**config.mk**
```make
export PLATFORM = sky130hd
export DESIGN_NAME = frame_skip_boost_governor_unit
export DESIGN_NICKNAME = d
export VERILOG_FILES = /design/src/hdl/fsbg_pkg.sv /design/src/hdl/fsbg_time_pass.sv /design/src/hdl/fsbg_pct_mul.sv /design/src/hdl/frame_skip_boost_governor_unit.sv
export SDC_FILE = /design/constraint.sdc
export NUM_CORES = 1
export LEC_CHECK = 0
export ABC_AREA = 0
export BUFFER_PORTS_ARGS = -buffer_cell sky130_fd_sc_hd__buf_2
export CAP_MARGIN = 20
export CORE_ASPECT_RATIO = 1.75
export CORE_UTILIZATION = 41
export CTS_CLUSTER_SIZE = 16
export DETAILED_ROUTE_END_ITERATION = 8
export PLACE_DENSITY = 0.63
export SLEW_MARGIN = 15
export SYNTH_ARGS = -nofsm -noshare
export SYNTH_HDL_FRONTEND = slang
export SYNTH_SLANG_ARGS = --single-unit
```
**constraint.sdc**
```tcl
create_clock -name clk -period 5.7 [get_ports clk]
set_clock_uncertainty 0.2 [all_clocks]
set_input_delay 1.14 -clock clk [delete_from_list [all_inputs] [get_ports clk]]
set_output_delay 1.14 -clock clk [all_outputs]
set_load 0.1 [all_outputs]
```
**src/hdl/fsbg_pkg.sv**
```systemverilog
// ---------------------------------------------------------------------------
// Frame skip boost governor package
// Shared types, register indexes, field widths and reset values.
// ---------------------------------------------------------------------------
package fsbg_pkg;

    // Event kinds carried by op.
    typedef enum logic [1:0] {
        OP_START = 2'd0,
        OP_BEGIN = 2'd1,
        OP_END   = 2'd2,
        OP_STOP  = 2'd3
    } op_t;

    // Configuration register indexes.
    typedef enum logic [2:0] {
        CFG_TPF      = 3'd0,
        CFG_INTERVAL = 3'd1,
        CFG_BACKOFF  = 3'd2,
        CFG_RESUME   = 3'd3,
        CFG_LATE_UP  = 3'd4,
        CFG_LATE_DN  = 3'd5,
        CFG_SKIP_CAP = 3'd6
    } cfg_idx_t;

    localparam int CFG_IDX_W  = 3;
    localparam int CFG_DATA_W = 32;
    localparam int TPF_W      = 24;
    localparam int IVL_W      = 32;
    localparam int PCT_W      = 7;
    localparam int TEMP_W     = 8;
    localparam int BUDGET_W   = 3;
    localparam int TIER_W     = 2;

    // Shift-and-add multiply of the late-percent check.
    localparam int MUL_W      = 8;
    localparam int MUL_STEPS  = 8;
    localparam logic [MUL_W-1:0] LATE_SCALE = 8'd100;

    localparam logic [TPF_W-1:0]    TPF_RST      = 24'd320000;
    localparam logic [IVL_W-1:0]    IVL_RST      = 32'd19200000;
    localparam logic [PCT_W-1:0]    BACKOFF_RST  = 7'd72;
    localparam logic [PCT_W-1:0]    RESUME_RST   = 7'd65;
    localparam logic [PCT_W-1:0]    LATE_UP_RST  = 7'd10;
    localparam logic [PCT_W-1:0]    LATE_DN_RST  = 7'd2;
    localparam logic [BUDGET_W-1:0] SKIP_CAP_RST = 3'd5;
    localparam logic [TEMP_W-1:0]   NO_TEMP      = 8'hFF;

    // Control from the sequencer to the serial time unit.
    typedef struct packed {
        logic load;
        logic shift;
        logic commit;
        op_t  op;
    } tp_ctl_t;

    // Flags the serial time unit leaves after a full pass.
    typedef struct packed {
        logic late;
        logic debt_gt;
        logic due;
    } tp_stat_t;

    typedef struct packed {
        logic load;
        logic step;
    } mul_ctl_t;

    function automatic logic [BUDGET_W-1:0] tier_budget(input logic [TIER_W-1:0] tier);
        logic [BUDGET_W-1:0] b;
        case (tier)
            2'd0:    b = 3'd0;
            2'd1:    b = 3'd1;
            2'd2:    b = 3'd3;
            default: b = 3'd5;
        endcase
        return b;
    endfunction

endpackage

```
**src/hdl/fsbg_time_pass.sv**
```systemverilog
// ---------------------------------------------------------------------------
// Frame skip boost governor serial time unit
// Holds debt, frame start and review time as rotating shift registers and
// works all time arithmetic one bit per cycle, least significant bit first.
// ---------------------------------------------------------------------------
module fsbg_time_pass #(
    parameter int TIME_BITS = 48
) (
    input  logic                         clk,
    input  logic                         rst_n,
    input  fsbg_pkg::tp_ctl_t            ctl,
    input  logic [TIME_BITS-1:0]         now,
    input  logic [fsbg_pkg::TPF_W-1:0]   tpf,
    input  logic [fsbg_pkg::IVL_W-1:0]   ivl,
    output fsbg_pkg::tp_stat_t           stat
);

    localparam int W = TIME_BITS;

    logic [W-1:0] now_sh_reg, tpf_sh_reg, ivl_sh_reg, cand_reg;
    logic [W-1:0] debt_reg, debt_next;
    logic [W-1:0] fstart_reg, fstart_next;
    logic [W-1:0] rat_reg, rat_next;
    logic bel_reg, bel_next;
    logic csum_reg, csum_next;
    logic bsub_reg, bsub_next;
    logic bdue_reg, bdue_next;
    logic crat_reg, crat_next;
    logic late_reg, late_next;
    logic dgt_reg, dgt_next;
    logic msb_reg, msb_next;

    logic n0, f0, d0, t0, r0, i0;
    logic el, sm, df, du, ca;
    logic is_start, is_begin, is_end;
    logic [W-1:0] tpf_ext;

    always_comb
    begin
        n0 = now_sh_reg[0];
        f0 = fstart_reg[0];
        d0 = debt_reg[0];
        t0 = tpf_sh_reg[0];
        r0 = rat_reg[0];
        i0 = ivl_sh_reg[0];

        is_start = (ctl.op == fsbg_pkg::OP_START);
        is_begin = (ctl.op == fsbg_pkg::OP_BEGIN);
        is_end   = (ctl.op == fsbg_pkg::OP_END);
        tpf_ext  = W'(tpf);

        // Elapsed time, now minus frame start.
        el = n0 ^ f0 ^ bel_reg;
        // Debt plus elapsed; the final carry means saturation.
        sm = d0 ^ el ^ csum_reg;
        // That sum minus the target; the final borrow means it fell below.
        df = sm ^ t0 ^ bsub_reg;
        // Now minus review time; its top bit decides whether a review is due.
        du = n0 ^ r0 ^ bdue_reg;
        // Next review time.
        ca = n0 ^ i0 ^ crat_reg;

        bel_next  = bel_reg;
        csum_next = csum_reg;
        bsub_next = bsub_reg;
        bdue_next = bdue_reg;
        crat_next = crat_reg;
        late_next = late_reg;
        dgt_next  = dgt_reg;
        msb_next  = msb_reg;
        debt_next   = debt_reg;
        fstart_next = fstart_reg;
        rat_next    = rat_reg;

        if (ctl.load)
        begin
            bel_next  = 1'b0;
            csum_next = 1'b0;
            bsub_next = 1'b0;
            bdue_next = 1'b0;
            crat_next = 1'b0;
            late_next = 1'b0;
            dgt_next  = 1'b0;
            msb_next  = 1'b0;
        end
        else if (ctl.shift)
        begin
            bel_next  = (~n0 & f0) | (~(n0 ^ f0) & bel_reg);
            csum_next = (d0 & el) | (csum_reg & (d0 ^ el));
            bsub_next = (~sm & t0) | (~(sm ^ t0) & bsub_reg);
            bdue_next = (~n0 & r0) | (~(n0 ^ r0) & bdue_reg);
            crat_next = (n0 & i0) | (crat_reg & (n0 ^ i0));
            // Least significant first: the highest differing bit decides.
            late_next = (el != t0) ? el : late_reg;
            dgt_next  = (d0 != t0) ? d0 : dgt_reg;
            msb_next  = du;
            debt_next   = {(is_end ? df : d0), debt_reg[W-1:1]};
            fstart_next = {((is_start || is_begin) ? n0 : f0), fstart_reg[W-1:1]};
            rat_next    = {r0, rat_reg[W-1:1]};
        end
        else if (ctl.commit)
        begin
            if (is_start)
            begin
                debt_next = '0;
            end
            else if (is_end)
            begin
                if (csum_reg)
                begin
                    debt_next = ~tpf_ext;
                end
                else if (bsub_reg)
                begin
                    debt_next = '0;
                end
            end
            if (is_start || (is_end && !msb_reg))
            begin
                rat_next = cand_reg;
            end
        end
    end

    always_ff @(posedge clk or negedge rst_n)
    begin
        if (!rst_n)
        begin
            debt_reg   <= '0;
            fstart_reg <= '0;
            rat_reg    <= '0;
            bel_reg    <= 1'b0;
            csum_reg   <= 1'b0;
            bsub_reg   <= 1'b0;
            bdue_reg   <= 1'b0;
            crat_reg   <= 1'b0;
            late_reg   <= 1'b0;
            dgt_reg    <= 1'b0;
            msb_reg    <= 1'b0;
        end
        else
        begin
            debt_reg   <= debt_next;
            fstart_reg <= fstart_next;
            rat_reg    <= rat_next;
            bel_reg    <= bel_next;
            csum_reg   <= csum_next;
            bsub_reg   <= bsub_next;
            bdue_reg   <= bdue_next;
            crat_reg   <= crat_next;
            late_reg   <= late_next;
            dgt_reg    <= dgt_next;
            msb_reg    <= msb_next;
        end
    end

    always_ff @(posedge clk)
    begin
        if (ctl.load)
        begin
            now_sh_reg <= now;
            tpf_sh_reg <= W'(tpf);
            ivl_sh_reg <= W'(ivl);
        end
        else if (ctl.shift)
        begin
            now_sh_reg <= {1'b0, now_sh_reg[W-1:1]};
            tpf_sh_reg <= {1'b0, tpf_sh_reg[W-1:1]};
            ivl_sh_reg <= {1'b0, ivl_sh_reg[W-1:1]};
            cand_reg   <= {ca, cand_reg[W-1:1]};
        end
    end

    assign stat.late    = late_reg;
    assign stat.debt_gt = dgt_reg;
    assign stat.due     = ~msb_reg;

endmodule

```
**src/hdl/fsbg_pct_mul.sv**
```systemverilog
// ---------------------------------------------------------------------------
// Frame skip boost governor late-percent unit
// Shift-and-add products that compare late frames against the percent
// limits without a divider, one multiplier bit per cycle.
// ---------------------------------------------------------------------------
module fsbg_pct_mul #(
    parameter int COUNT_BITS = 16
) (
    input  logic                         clk,
    input  fsbg_pkg::mul_ctl_t           ctl,
    input  logic [COUNT_BITS-1:0]        late,
    input  logic [COUNT_BITS-1:0]        frames,
    input  logic [fsbg_pkg::PCT_W-1:0]   up_pct,
    input  logic [fsbg_pkg::PCT_W-1:0]   down_pct,
    output logic                         up_hit,
    output logic                         down_hit
);

    localparam int PW = COUNT_BITS + fsbg_pkg::MUL_W;

    logic [fsbg_pkg::MUL_W-1:0] ma_reg, mb_reg, mc_reg;
    logic [PW-1:0] late_sh_reg, fc_sh_reg;
    logic [PW-1:0] acc_a_reg, acc_b_reg, acc_c_reg;

    // late*100 >= (up+1)*frames means the whole percent exceeds the upper
    // limit; late*100 < down*frames means it falls below the lower one.
    always_ff @(posedge clk)
    begin
        if (ctl.load)
        begin
            ma_reg      <= fsbg_pkg::LATE_SCALE;
            mb_reg      <= fsbg_pkg::MUL_W'(up_pct) + fsbg_pkg::MUL_W'(1);
            mc_reg      <= fsbg_pkg::MUL_W'(down_pct);
            late_sh_reg <= PW'(late);
            fc_sh_reg   <= PW'(frames);
            acc_a_reg   <= '0;
            acc_b_reg   <= '0;
            acc_c_reg   <= '0;
        end
        else if (ctl.step)
        begin
            if (ma_reg[0])
            begin
                acc_a_reg <= acc_a_reg + late_sh_reg;
            end
            if (mb_reg[0])
            begin
                acc_b_reg <= acc_b_reg + fc_sh_reg;
            end
            if (mc_reg[0])
            begin
                acc_c_reg <= acc_c_reg + fc_sh_reg;
            end
            ma_reg      <= {1'b0, ma_reg[fsbg_pkg::MUL_W-1:1]};
            mb_reg      <= {1'b0, mb_reg[fsbg_pkg::MUL_W-1:1]};
            mc_reg      <= {1'b0, mc_reg[fsbg_pkg::MUL_W-1:1]};
            late_sh_reg <= {late_sh_reg[PW-2:0], 1'b0};
            fc_sh_reg   <= {fc_sh_reg[PW-2:0], 1'b0};
        end
    end

    assign up_hit   = (acc_a_reg >= acc_b_reg);
    assign down_hit = (acc_a_reg < acc_c_reg);

endmodule

```
**src/hdl/frame_skip_boost_governor_unit.sv**
```systemverilog
// ---------------------------------------------------------------------------
// Frame skip boost governor
// Frame pacing governor with skip budget, debt tracking and boost control.
// ---------------------------------------------------------------------------
// Flow: an item runs a bit-serial time pass over the debt, frame and review
// times and a commit; a frame end that is due for review adds a thermal check
// and a shift-and-add late-percent check before the result is emitted.
// A new item is taken only once the previous result has been emitted.
// Reset: all governor state clears, last temperature reads as none, the
// configuration registers take their default values; no clearing pass.
module frame_skip_boost_governor_unit #(
    parameter int TIME_BITS  = 48,
    parameter int COUNT_BITS = 16
) (
    input  logic                              clk,
    input  logic                              rst_n,

    input  logic                              cfg_valid,
    output logic                              cfg_ready,
    input  logic [fsbg_pkg::CFG_IDX_W-1:0]    cfg_index,
    input  logic [fsbg_pkg::CFG_DATA_W-1:0]   cfg_data,

    input  logic                              in_valid,
    output logic                              in_ready,
    input  logic [1:0]                        op,
    input  logic [TIME_BITS-1:0]              now,
    input  logic [fsbg_pkg::TIER_W-1:0]       tier,
    input  logic                              temp_valid,
    input  logic signed [7:0]                 temp_c,

    output logic                              out_valid,
    input  logic                              out_ready,
    output logic                              skip_frame,
    output logic                              boost_on,
    output logic                              thermal_hold,
    output logic [fsbg_pkg::BUDGET_W-1:0]     skip_budget,
    output logic                              review_done
);

    localparam int CNT_W = $clog2(TIME_BITS);

    typedef enum logic [6:0] {
        S_IDLE  = 7'b0000001,
        S_PASS  = 7'b0000010,
        S_FIN   = 7'b0000100,
        S_THERM = 7'b0001000,
        S_MUL   = 7'b0010000,
        S_CMP   = 7'b0100000,
        S_EMIT  = 7'b1000000
    } state_t;

    state_t state_reg, state_next;
    logic [CNT_W-1:0] cnt_reg, cnt_next;

    // Configuration.
    logic [fsbg_pkg::TPF_W-1:0]    tpf_reg;
    logic [fsbg_pkg::IVL_W-1:0]    ivl_reg;
    logic [fsbg_pkg::PCT_W-1:0]    backoff_reg, resume_reg, late_up_reg, late_dn_reg;
    logic [fsbg_pkg::BUDGET_W-1:0] cap_reg;

    // Governor state.
    logic boosted_reg, boosted_next;
    logic hold_reg, hold_next;
    logic skip_reg, skip_next;
    logic reviewed_reg, reviewed_next;
    logic [fsbg_pkg::BUDGET_W-1:0] budget_reg, budget_next;
    logic [fsbg_pkg::BUDGET_W-1:0] run_reg, run_next;
    logic [COUNT_BITS-1:0] late_cnt_reg, late_cnt_next;
    logic [COUNT_BITS-1:0] frame_cnt_reg, frame_cnt_next;
    logic [fsbg_pkg::TEMP_W-1:0] last_temp_reg, last_temp_next;
    logic out_valid_reg, out_valid_next;

    // Captured item.
    fsbg_pkg::op_t op_reg;
    logic [fsbg_pkg::TIER_W-1:0] tier_reg;
    logic tv_reg;
    logic [fsbg_pkg::TEMP_W-1:0] temp_reg;

    logic skip_out_reg, boost_out_reg, hold_out_reg, review_out_reg;
    logic [fsbg_pkg::BUDGET_W-1:0] budget_out_reg;

    fsbg_pkg::tp_ctl_t  tp_ctl;
    fsbg_pkg::tp_stat_t tp_stat;
    fsbg_pkg::mul_ctl_t mul_ctl;
    logic up_hit, down_hit;
    logic accept, emit;
    logic [fsbg_pkg::TEMP_W-1:0] cur_temp;
    logic [fsbg_pkg::BUDGET_W-1:0] run_inc;

    assign cfg_ready = 1'b1;
    assign in_ready  = (state_reg == S_IDLE);
    assign accept    = in_valid && in_ready;

    fsbg_time_pass #(
        .TIME_BITS (TIME_BITS)
    ) u_time (
        .clk   (clk),
        .rst_n (rst_n),
        .ctl   (tp_ctl),
        .now   (now),
        .tpf   (tpf_reg),
        .ivl   (ivl_reg),
        .stat  (tp_stat)
    );

    fsbg_pct_mul #(
        .COUNT_BITS (COUNT_BITS)
    ) u_pct (
        .clk      (clk),
        .ctl      (mul_ctl),
        .late     (late_cnt_reg),
        .frames   (frame_cnt_reg),
        .up_pct   (late_up_reg),
        .down_pct (late_dn_reg),
        .up_hit   (up_hit),
        .down_hit (down_hit)
    );

    always_comb
    begin
        state_next     = state_reg;
        cnt_next       = cnt_reg;
        boosted_next   = boosted_reg;
        hold_next      = hold_reg;
        skip_next      = skip_reg;
        reviewed_next  = reviewed_reg;
        budget_next    = budget_reg;
        run_next       = run_reg;
        late_cnt_next  = late_cnt_reg;
        frame_cnt_next = frame_cnt_reg;
        last_temp_next = last_temp_reg;
        emit           = 1'b0;
        run_inc        = 3'd0;

        tp_ctl.load   = 1'b0;
        tp_ctl.shift  = 1'b0;
        tp_ctl.commit = 1'b0;
        tp_ctl.op     = op_reg;
        mul_ctl.load  = 1'b0;
        mul_ctl.step  = 1'b0;

        cur_temp = tv_reg ? temp_reg : last_temp_reg;

        case (state_reg)
            S_IDLE:
            begin
                if (in_valid)
                begin
                    tp_ctl.load   = 1'b1;
                    cnt_next      = '0;
                    reviewed_next = 1'b0;
                    state_next    = S_PASS;
                end
            end
            S_PASS:
            begin
                tp_ctl.shift = 1'b1;
                cnt_next     = cnt_reg + CNT_W'(1);
                if (cnt_reg == CNT_W'(TIME_BITS - 1))
                begin
                    state_next = S_FIN;
                end
            end
            S_FIN:
            begin
                tp_ctl.commit = 1'b1;
                state_next    = S_EMIT;
                case (op_reg)
                    fsbg_pkg::OP_START:
                    begin
                        run_next       = '0;
                        skip_next      = 1'b0;
                        late_cnt_next  = '0;
                        frame_cnt_next = '0;
                        budget_next    = fsbg_pkg::tier_budget(tier_reg);
                        boosted_next   = tier_reg[1] && !hold_reg;
                    end
                    fsbg_pkg::OP_BEGIN:
                    begin
                        run_inc = run_reg + 3'd1;
                        if (tp_stat.debt_gt && (run_reg < budget_reg))
                        begin
                            run_next  = run_inc;
                            skip_next = 1'b1;
                        end
                        else
                        begin
                            run_next  = '0;
                            skip_next = 1'b0;
                        end
                    end
                    fsbg_pkg::OP_END:
                    begin
                        // The counters freeze once the frame count saturates.
                        if (frame_cnt_reg != '1)
                        begin
                            frame_cnt_next = frame_cnt_reg + COUNT_BITS'(1);
                            if (tp_stat.late)
                            begin
                                late_cnt_next = late_cnt_reg + COUNT_BITS'(1);
                            end
                        end
                        if (tp_stat.due)
                        begin
                            reviewed_next = 1'b1;
                            state_next    = S_THERM;
                        end
                    end
                    default:
                    begin
                        boosted_next = 1'b0;
                    end
                endcase
            end
            S_THERM:
            begin
                last_temp_next = cur_temp;
                // A negative reading, including the no-reading mark, skips
                // the thermal rule.
                if (!cur_temp[fsbg_pkg::TEMP_W-1])
                begin
                    if (!hold_reg && (cur_temp[fsbg_pkg::PCT_W-1:0] >= backoff_reg))
                    begin
                        hold_next    = 1'b1;
                        boosted_next = 1'b0;
                        if (budget_reg < cap_reg)
                        begin
                            budget_next = budget_reg + 3'd1;
                        end
                    end
                    else if (hold_reg && (cur_temp[fsbg_pkg::PCT_W-1:0] <= resume_reg))
                    begin
                        hold_next = 1'b0;
                    end
                end
                mul_ctl.load = 1'b1;
                cnt_next     = '0;
                state_next   = S_MUL;
            end
            S_MUL:
            begin
                mul_ctl.step = 1'b1;
                cnt_next     = cnt_reg + CNT_W'(1);
                if (cnt_reg == CNT_W'(fsbg_pkg::MUL_STEPS - 1))
                begin
                    state_next = S_CMP;
                end
            end
            S_CMP:
            begin
                if (frame_cnt_reg != '0)
                begin
                    if (!boosted_reg && up_hit)
                    begin
                        boosted_next = !hold_reg;
                    end
                    else if (boosted_reg && down_hit)
                    begin
                        boosted_next = 1'b0;
                    end
                end
                late_cnt_next  = '0;
                frame_cnt_next = '0;
                state_next     = S_EMIT;
            end
            S_EMIT:
            begin
                if (!out_valid_reg || out_ready)
                begin
                    emit       = 1'b1;
                    state_next = S_IDLE;
                end
            end
            default:
            begin
                state_next = S_IDLE;
            end
        endcase

        if (emit)
        begin
            out_valid_next = 1'b1;
        end
        else if (out_ready)
        begin
            out_valid_next = 1'b0;
        end
        else
        begin
            out_valid_next = out_valid_reg;
        end
    end

    always_ff @(posedge clk or negedge rst_n)
    begin
        if (!rst_n)
        begin
            state_reg     <= S_IDLE;
            cnt_reg       <= '0;
            boosted_reg   <= 1'b0;
            hold_reg      <= 1'b0;
            skip_reg      <= 1'b0;
            reviewed_reg  <= 1'b0;
            budget_reg    <= '0;
            run_reg       <= '0;
            late_cnt_reg  <= '0;
            frame_cnt_reg <= '0;
            last_temp_reg <= fsbg_pkg::NO_TEMP;
            out_valid_reg <= 1'b0;
            tpf_reg       <= fsbg_pkg::TPF_RST;
            ivl_reg       <= fsbg_pkg::IVL_RST;
            backoff_reg   <= fsbg_pkg::BACKOFF_RST;
            resume_reg    <= fsbg_pkg::RESUME_RST;
            late_up_reg   <= fsbg_pkg::LATE_UP_RST;
            late_dn_reg   <= fsbg_pkg::LATE_DN_RST;
            cap_reg       <= fsbg_pkg::SKIP_CAP_RST;
        end
        else
        begin
            state_reg     <= state_next;
            cnt_reg       <= cnt_next;
            boosted_reg   <= boosted_next;
            hold_reg      <= hold_next;
            skip_reg      <= skip_next;
            reviewed_reg  <= reviewed_next;
            budget_reg    <= budget_next;
            run_reg       <= run_next;
            late_cnt_reg  <= late_cnt_next;
            frame_cnt_reg <= frame_cnt_next;
            last_temp_reg <= last_temp_next;
            out_valid_reg <= out_valid_next;
            if (cfg_valid && cfg_ready)
            begin
                case (cfg_index)
                    fsbg_pkg::CFG_TPF:      tpf_reg     <= cfg_data[fsbg_pkg::TPF_W-1:0];
                    fsbg_pkg::CFG_INTERVAL: ivl_reg     <= cfg_data[fsbg_pkg::IVL_W-1:0];
                    fsbg_pkg::CFG_BACKOFF:  backoff_reg <= cfg_data[fsbg_pkg::PCT_W-1:0];
                    fsbg_pkg::CFG_RESUME:   resume_reg  <= cfg_data[fsbg_pkg::PCT_W-1:0];
                    fsbg_pkg::CFG_LATE_UP:  late_up_reg <= cfg_data[fsbg_pkg::PCT_W-1:0];
                    fsbg_pkg::CFG_LATE_DN:  late_dn_reg <= cfg_data[fsbg_pkg::PCT_W-1:0];
                    fsbg_pkg::CFG_SKIP_CAP: cap_reg     <= cfg_data[fsbg_pkg::BUDGET_W-1:0];
                    default:
                    begin
                    end
                endcase
            end
        end
    end

    always_ff @(posedge clk)
    begin
        if (accept)
        begin
            op_reg   <= fsbg_pkg::op_t'(op);
            tier_reg <= tier;
            tv_reg   <= temp_valid;
            temp_reg <= temp_c;
        end
        if (emit)
        begin
            skip_out_reg   <= skip_reg;
            boost_out_reg  <= boosted_reg;
            hold_out_reg   <= hold_reg;
            budget_out_reg <= budget_reg;
            review_out_reg <= reviewed_reg;
        end
    end

    assign out_valid    = out_valid_reg;
    assign skip_frame   = skip_out_reg;
    assign boost_on     = boost_out_reg;
    assign thermal_hold = hold_out_reg;
    assign skip_budget  = budget_out_reg;
    assign review_done  = review_out_reg;

endmodule
```
==> results of run 1 <==
metal layers:
metal | track usage (%) | vias to the layer above | routed length, µm
met5 | 0 | - | 23
met4 | 7.85 | 4 | 2740
met3 | 2.61 | 141 | 2080
met2 | 34.5 | 330 | 35100
met1 | 21.7 | 10385 | 27100
li1 | - | 10621 | -
stage by stage:
step / worst slack (ps) / instance area (µm²) / total power, W
after floorplan: 634 / 29700 / 0.00860
after global placement: 2070 / 31000 / 0.00931
after detailed placement: 1990 / 31100 / 0.00940
after CTS: 1800 / 33000 / 0.0135
after global routing: 1590 / 33000 / 0.0141
final: 1850 / 33000 / 0.0133
final cells by class:
| class | count | area share (%) |
|---|---|---|
| well taps | 924 | 3.50 |
| clock buffers | 75 | 4.77 |
| inverters | 99 | 1.15 |
| repair buffers | 138 | 2.49 |
| clock inverters | 36 | 1.19 |
| multi-input cells | 2200 | 38.1 |
| flip-flops and latches | 617 | 48.8 |
worst reg2reg max path: stages, from the launching register on:
cell      delay [ps]
dfrtp_1          460
nor3_2           370
nand4b_1         700
buf_4            680
o21ai_4          170
buf_4            680
nor2_1           140
a31oi_1          190
final timing paths:
path	start	end
worst min-delay path	u_time.cand_reg[1]$_DFFE_PP_	u_time.cand_reg[0]$_DFFE_PP_
worst max-delay path	state_reg[4]$_DFFE_PN0P_	in_ready
min in group asynchronous	rst_n	ivl_reg[8]$_DFFE_PN0P_
worst min register to register	u_time.cand_reg[1]$_DFFE_PP_	u_time.cand_reg[0]$_DFFE_PP_
worst max register to register	state_reg[4]$_DFFE_PN0P_	u_time.rat_reg[27]$_DFFE_PN0P_
max in group asynchronous	rst_n	u_time.rat_reg[19]$_DFFE_PN0P_
logic make-up after synthesis:
family	count (synthesis)	share of synthesized area, %
flip-flops	617	54.3
AND/OR/NAND/NOR	1297	18.3
AO/OA/AOI/OAI	592	11.8
multiplexers	101	3.83
other	1	0.0126
XOR/XNOR	57	1.68
buffers and inverters	239	3.42
adder cells (fa/ha/maj)	152	6.61
placed cells by master (no fill, tap or decap), types with 25 or more instances in the layout:
cell       instances
nand2_1          843
xnor2_1           36
inv_1             97
and3_1            26
ha_1             144
a21o_1            40
buf_2            108
a21oi_1          234
nand3_1           41
edfxtp_1         219
a31oi_1           60
o21ai_1           26
clkbuf_16         59
o21ai_0          125
mux2_2            93
buf_4             25
nor2_1           237
dfstp_2           31
dfxtp_1           95
dfrtp_1          272
power groups by stage:
stage	clock network [W]	logic, W	registers [W]
3_5_place_dp	0	0.00289	0.00651
4_1_cts	0.00415	0.00289	0.00643
2_1_floorplan	0	0.00217	0.00643
3_3_place_gp	0	0.00281	0.00650
6_report	0.00404	0.00283	0.00643
5_1_grt	0.00431	0.00327	0.00656
==> flow_metrics.tcl, run 1 <==
set metrics [dict create \
    status "completed" \
    cts_root_buf "clkbuf_16" \
    drt_wl_total_um 67100 \
    syn_area_um2 29700 \
    cts_setup_buffers 0 \
    intPower_w 0.00914 \
    min_path_cells 0 \
    clk_pin_slew_ps 70 \
    synth_nets 3309 \
    ant_nets 0 \
    hold_violations 0 \
    cts_made_buffers 59 \
    cap_viol_max_count 0 \
    yosysTopAreaCell "dfrtp_1" \
    antenna_found_initial 2 \
    vias 21481 \
    clk_latency_ps 650 \
    core_um2 71700 \
    path_max_fanout 7 \
    critPathArrivalTime_ps 2510 \
    drc 0 \
    finalSetupTns_ps 0 \
    grt_overflow 0 \
    dieWidth_um 205 \
    grt_first_pass_wirelength_um 111000 \
    fp-row-count 130 \
    final_nets 3368 \
    netlist.area_leader.share_pct 22.9 \
    final_cells 4089 \
    wl_per_cell_um 16.4 \
    r2r_cells 7 \
    dp_cells 3978 \
    power_leakage_nw 14.3 \
    postLayoutCoreUtil_pct 46.0 \
    seq_area_frac_synth_pct 54.3 \
    synth_cell_types 95 \
    cpPeakStageDelay_ps 480 \
    cp-end-kind "output port" \
    p_sw_w 0.00415 \
    cts.sinks 617 \
    dpl.hpwl_um 45400 \
    rsz0062_at_grt "no" \
    synth.area.top_cells "dfrtp_1, edfxtp_1, nand2_1" \
    maxSlewHeadroom_pct 31.8 \
    synth-main-ff-cell "dfrtp_1" \
    cp_data_required_time_ps 4360 \
    pwr-share-comb_pct 21.3 \
    peakVddDrop_mv 0.353 \
    grt_max_degree 177 \
    drive_above_1_share_pct 12.9 \
    dr.pass1.iters 5 \
    boundaryPins 111 \
    synthCells 3056 \
    p_sw_share_pct 31.2 \
    seqPwrFrac_pct 48.3 \
    start_util_pct 41.4 \
    n_antenna_cell 0 \
    regArea_um2 16100 \
    worstHoldPathType "register to register" \
    first_iter_violations 1212 \
    slew_viol_final 0 \
    htree_levels 2 \
    path_cells "nor3_2 > nand4b_1 > inv_1 > buf_2" \
    die-height_um 358 \
    power_per_cell_area_nw_per_um2 403 \
    fin_crit_ps 3850 \
    cp-start-kind "register" \
    cts_buffer_depth 3 \
    async_reset_ff_share_pct 49.1 \
    path_delay_family "buffers and inverters" \
    synth_common_cells "nand2_1, dfrtp_1, nor2_1" \
    cp_slowest_cell "buf_2" \
    globalplace.congestion 0.920 \
    max_freq_ghz 0.260 \
    r2r_slack_ps 2010 \
    cts_tree "built" \
    viasPerCell 5.25 \
    dieArea_um2 73500 \
    tightestPinTransition_ps 1020 \
    ys_warn_count 0 \
    crit_buf_inv 2 \
    track_usage_pct 18.8 \
    multi_input_area_um2 12600 \
    synth-edff-count 219 \
    fin_crit_sh_pct 67.5 \
    worst-path-stages 4 \
    holdWs_ps 234 \
    syn_to_final_growth_pct 11.3 \
    syn_area_per_cell_um2 9.71 \
    final-setup-viol-count 0 \
    ys_seq_elements 617 \
    cts_resized 0 \
    portBuffers 109 \
    fillers 6804 \
    grt_pass1_vias 21620 \
    synth.most_common_cell "nand2_1" \
    holdBufCountCts 0 \
    p_clk_share_pct 30.4 \
    critical_path_class "register to output port" \
]
Power figures use the tool's default switching activity.
==> inputs of run 2 (changes only) <==
--- a/config.mk
+++ b/config.mk
@@ -12,7 +12,7 @@
 export CORE_UTILIZATION = 41
 export CTS_CLUSTER_SIZE = 16
 export DETAILED_ROUTE_END_ITERATION = 8
-export PLACE_DENSITY = 0.63
+export PLACE_DENSITY = 0.65
 export SLEW_MARGIN = 15
 export SYNTH_ARGS = -nofsm -noshare
 export SYNTH_HDL_FRONTEND = slang
==> constraint.sdc (replaced) <==
create_clock -name clk -period 3.3 [get_ports clk]
set_clock_uncertainty 0.2 [all_clocks]
set_input_delay 0.66 -clock clk [delete_from_list [all_inputs] [get_ports clk]]
set_output_delay 0.66 -clock clk [all_outputs]
set_load 0.1 [all_outputs]
==> run 2 against run 1 <==
- clock power grew 87%
- register-to-register slack got worse by 1800 ps
- wire length is 4.0% higher
- sequential cell count unchanged
- worst hold slack got worse by 180 ps
- global-route usage up 0.40 points
- sequential share of layout area is 1.2 points lower
- sequential power up 73%
- largest power group unchanged
==> flow_metrics.tcl, run 2 (synthesis results as in run 1) <==
set metrics [dict create \
    status "completed" \
    core_um2 71700 \
    p_clk_share_pct 31.7 \
    fin_crit_sh_pct 97.3 \
    ant_nets 0 \
    final_cells 4147 \
    final-setup-viol-count 0 \
    seqPwrFrac_pct 46.5 \
    grt_overflow 0 \
    dpl.hpwl_um 47900 \
    power_leakage_nw 14.7 \
    grt_pass1_vias 21890 \
    start_util_pct 41.4 \
    peakVddDrop_mv 0.585 \
    dr.pass1.iters 5 \
    tightestPinTransition_ps 743 \
    cts.sinks 617 \
    max_freq_ghz 0.311 \
    final_cell_mix "nand2_1, dfrtp_1, nor2_1, a21oi_1, edfxtp_1" \
    fillers 6811 \
    cts_root_buf "clkbuf_16" \
    dp_cells 4012 \
    track_usage_pct 19.2 \
    cts_tree "built" \
    drt_wl_total_um 69700 \
    dieWidth_um 205 \
    fin_crit_ps 3210 \
    boundaryPins 111 \
    mostFrequentLayoutCell "nand2_1" \
    viasPerCell 5.28 \
    cap_viol_max_count 0 \
    antenna_found_initial 2 \
    p_sw_w 0.00732 \
    cts_buffer_depth 3 \
    cp_data_required_time_ps 2440 \
    wl_per_cell_um 16.8 \
    cp-end-kind "output port" \
    final_nets 3422 \
    cts_made_buffers 61 \
    vias 21892 \
    min_path_cells 2 \
    hold_violations 0 \
    drive_above_1_share_pct 13.9 \
    rsz0062_at_grt "no" \
    p_sw_share_pct 30.7 \
    cp-start-kind "register" \
    finalSetupTns_ps 0 \
    portBuffers 109 \
    fp-row-count 130 \
    cts_setup_buffers 0 \
    syn_to_final_growth_pct 14.0 \
    holdWs_ps 55.3 \
    worstHoldPathType "input port to register" \
    die-height_um 358 \
    path_max_fanout 7 \
    htree_levels 2 \
    drc 0 \
    grt_first_pass_wirelength_um 113000 \
    clk_pin_slew_ps 70 \
    multi_input_area_um2 12600 \
    first_iter_violations 1467 \
    slew_viol_final 0 \
    critPathArrivalTime_ps 2350 \
    grt_max_degree 152 \
    power_per_cell_area_nw_per_um2 704 \
    r2r_cells 12 \
    dieArea_um2 73500 \
    critical_path_class "register to output port" \
    clk_latency_ps 660 \
    intPower_w 0.0165 \
    regArea_um2 16100 \
    globalplace.congestion 0.926 \
    pwr-share-comb_pct 21.8 \
    maxSlewHeadroom_pct 50.4 \
]
## run 2: area by class of cell
class                      instances  area share (%)
tap                              924            3.42
multi-input combinational       2200            37.3
sequential                       617            47.6
clock inverter                    35            1.46
inverter                          99            1.13
clock buffer                      81            5.00
antenna                            1         0.00740
timing repair buffer             190            4.10
## run 2: worst max-delay path: stages (launching register included)
cell and delay, ps:
dfrtp_1 460, nor3_4 320, nand4b_1 310, clkinvlp_4 240, buf_4 340
## run 2: per-stage QoR
| stage | instance area (µm²) | setup WS (ps) | total power (W) | utilization, % |
|---|---|---|---|---|
| after floorplan | 29700 | 237 | 0.0148 | - |
| after global placement | 31400 | 221 | 0.0163 | 43.8 |
| after detailed placement | 31400 | 237 | 0.0165 | 43.8 |
| after CTS | 33800 | 67.2 | 0.0241 | 47.2 |
| after global routing | 33800 | 14.0 | 0.0252 | 47.2 |
| final | 33800 | 88.7 | 0.0238 | 47.2 |
## run 2: power by group through the flow
stage	Combinational [W]	Clock, W	Sequential, W
2_1_floorplan	0.00377	0	0.0110
3_3_place_gp	0.00512	0	0.0112
3_5_place_dp	0.00525	0	0.0112
4_1_cts	0.00529	0.00775	0.0111
5_1_grt	0.00595	0.00800	0.0113
6_report	0.00519	0.00754	0.0111
## run 2: worst paths after layout
| check | start | to | slack, ps |
|---|---|---|---|
| setup / recovery | state_reg[5]$_DFFE_PN0P_ | in_ready | 90 |
| hold / removal | cfg_data[7] | tpf_reg[7]$_DFFE_PN0P_ | 60 |
| setup reg to reg | u_pct.fc_sh_reg[0]$_SDFFCE_PN0P_ | u_pct.acc_c_reg[22]$_SDFFE_PP0P_ | 200 |
| hold reg to reg | u_pct.ma_reg[6]$_SDFFE_PP1P_ | u_pct.ma_reg[6]$_SDFFE_PP1P_ | 250 |
| max in group asynchronous | rst_n | frame_cnt_reg[10]$_DFFE_PN0P_ | 1670 |
| min in group asynchronous | rst_n | ivl_reg[10]$_DFFE_PN0P_ | 340 |
## run 2: timing repair
item                                    CTS  global route
hold endpoints to repair                 74             0
endpoints found under the setup margin    1             0
hold buffers                             18             0
gates resized for setup                   2             0
## run 2: layer usage
metal,vias to the layer above,share of wire [%],track usage (%)
met5,-,0.014,0
met1,10613,40,21.4
met4,2,6.2,11.7
met3,183,3.9,3.14
li1,10704,-,-
met2,390,50,34.1
==> inputs of run 3 (changes only) <==
--- a/config.mk
+++ b/config.mk
@@ -8,11 +8,13 @@
 export ABC_AREA = 0
 export BUFFER_PORTS_ARGS = -buffer_cell sky130_fd_sc_hd__buf_2
 export CAP_MARGIN = 20
+export CELL_PAD_IN_SITES_DETAIL_PLACEMENT = 1
+export CELL_PAD_IN_SITES_GLOBAL_PLACEMENT = 1
 export CORE_ASPECT_RATIO = 1.75
 export CORE_UTILIZATION = 41
 export CTS_CLUSTER_SIZE = 16
 export DETAILED_ROUTE_END_ITERATION = 8
-export PLACE_DENSITY = 0.65
+export PLACE_DENSITY = 0.77
 export SLEW_MARGIN = 15
 export SYNTH_ARGS = -nofsm -noshare
 export SYNTH_HDL_FRONTEND = slang
==> run 3 against run 2 <==
- sequential power about the same
- combinational power increased by 5.8%
- cell area decreased by 0.99%
- sequential share of layout area increased by 0.48 points
- worst setup slack improved by 25 ps
- sequential cell count unchanged
- register-to-register slack got worse by 90 ps
- first-iteration DRC count decreased by 32%
==> flow_metrics.tcl, run 3 (synthesis results as in run 1) <==
set metrics [dict create \
    final_cell_mix "nand2_1, dfrtp_1, nor2_1, a21oi_1, edfxtp_1" \
    critical_path_class "register to register" \
    viasPerCell 5.45 \
    portBuffers 109 \
    regArea_um2 16100 \
    status "completed" \
    n_antenna_cell 0 \
    holdWs_ps 46.2 \
    fillers 8112 \
    dpl.hpwl_um 57600 \
    final_nets 3415 \
    boundaryPins 111 \
    worstHoldPathType "input port to register" \
    clk_latency_ps 650 \
    final-setup-viol-count 0 \
    syn_to_final_growth_pct 12.9 \
    hold_violations 0 \
    cp_slowest_cell "edfxtp_1" \
    drc 0 \
    power_leakage_nw 14.5 \
    fin_crit_sh_pct 96.5 \
    dieArea_um2 73500 \
    antenna_found_initial 3 \
    final_cells 4134 \
    ant_nets 0 \
    track_usage_pct 22.3 \
    mostFrequentLayoutCell "nand2_1" \
    grt_max_degree 101 \
    globalplace.congestion 0.906 \
    htree_levels 2 \
    finalSetupTns_ps 0 \
    hold_start "temp_c[1]" \
    cts.sinks 617 \
    cts_buffer_depth 3 \
    cp_data_required_time_ps 3630 \
    cp-start-kind "register" \
    core_um2 71700 \
    multi_input_area_um2 12600 \
    vias 22518 \
    path_max_fanout 4 \
    path_cells "buf_4 > ha_1 > inv_1 > fa_1 > nor2b_1 > o21a_1 > o21a_1 > o22a_1 > a21bo_2 > a31oi_1 > o21ai_1 > mux2i_1 > nand2_1" \
    cts_made_buffers 57 \
    drive_above_1_share_pct 14.0 \
    die-height_um 358 \
    critPathArrivalTime_ps 3510 \
    tightestPinTransition_ps 827 \
    cp-end-kind "register" \
    first_iter_violations 993 \
    cts_tree "built" \
    cp_common_cell "o21a_1" \
    maxSlewHeadroom_pct 44.5 \
    cpPeakStageDelay_ps 400 \
    grt_pass1_vias 24559 \
    crit_start "u_pct.fc_sh_reg[0]$_SDFFCE_PN0P_" \
    power_per_cell_area_nw_per_um2 698 \
    peakVddDrop_mv 0.598 \
    clk_pin_slew_ps 70 \
    dieWidth_um 205 \
    drt_wl_total_um 80300 \
    grt_overflow 0 \
    wl_per_cell_um 19.4 \
    grt_first_pass_wirelength_um 129000 \
    r2r-start "u_pct.fc_sh_reg[0]$_SDFFCE_PN0P_" \
    slew_viol_final 0 \
    fp-row-count 130 \
    dp_cells 4016 \
    start_util_pct 41.4 \
    fin_crit_ps 3190 \
    cap_viol_max_count 0 \
    dr.pass1.iters 5 \
    total_power_w 0.0234 \
    postLayoutCoreUtil_pct 46.7 \
    max_freq_ghz 0.314 \
    cts_root_buf "clkbuf_16" \
]
-- run 3: through the flow --
stage / cell area [µm²] / setup slack, ps
floorplan: 29700 / 237
global placement: 31500 / 170
detailed placement: 31500 / 116
CTS: 33400 / 11.9
global route: 33500 / -8.31
finish: 33500 / 114
-- run 3: repair_timing --
item,CTS,global route
hold endpoints to repair,78,0
buffers inserted,0,4
setup endpoints to repair,1,5
resized for setup,2,5
pin swaps,0,4
hold buffers,7,0
-- run 3: per-layer routing --
layer	up-vias	wire length, µm	track usage (%)
li1	10688	-	-
met1	11314	30000	23.0
met2	341	44300	43.3
met3	173	2410	3.22
met4	2	3620	10.3
met5	-	17	0
-- run 3: final cells by class --
class,count,area share (%)
Clock buffer,76,4.75
Clock inverter,31,0.841
Inverter,99,1.14
Multi-Input combinational cell,2200,37.7
Sequential cell,617,48.1
Tap cell,924,3.45
Timing Repair Buffer,187,4.03
-- run 3: power breakdown --
part	leakage [nW]	switching (W)	total, W	internal [W]
clock	0.919	0.00309	0.00675	0.00366
combinational	7.10	0.00354	0.00549	0.00195
sequential	6.52	0.000960	0.0111	0.0102
total	14.5	0.00759	0.0234	0.0158
-- run 3: critical path, delay by kind of cell, from the launching register on --
family	cells	cell delay, ps
buf+inv	2	230
compound gates	6	1190
flops	1	400
fa+ha+maj	2	600
simple gates	2	240
mux	1	200
-- run 3: worst paths after layout --
kind                                               endpoint  slack, ps  cells past startpoint
max                        u_pct.acc_b_reg[22]$_SDFFE_PP0P_        110                     13
min                                   temp_reg[1]$_DFFE_PP_         50                      1
max reg2reg                u_pct.acc_b_reg[22]$_SDFFE_PP0P_        110                     13
min reg2reg                    u_pct.ma_reg[6]$_SDFFE_PP1P_        250                      2
max in group asynchronous        late_up_reg[1]$_DFFE_PN1P_       1590                      3
min in group asynchronous    u_time.rat_reg[42]$_DFFE_PN0P_        410                      2
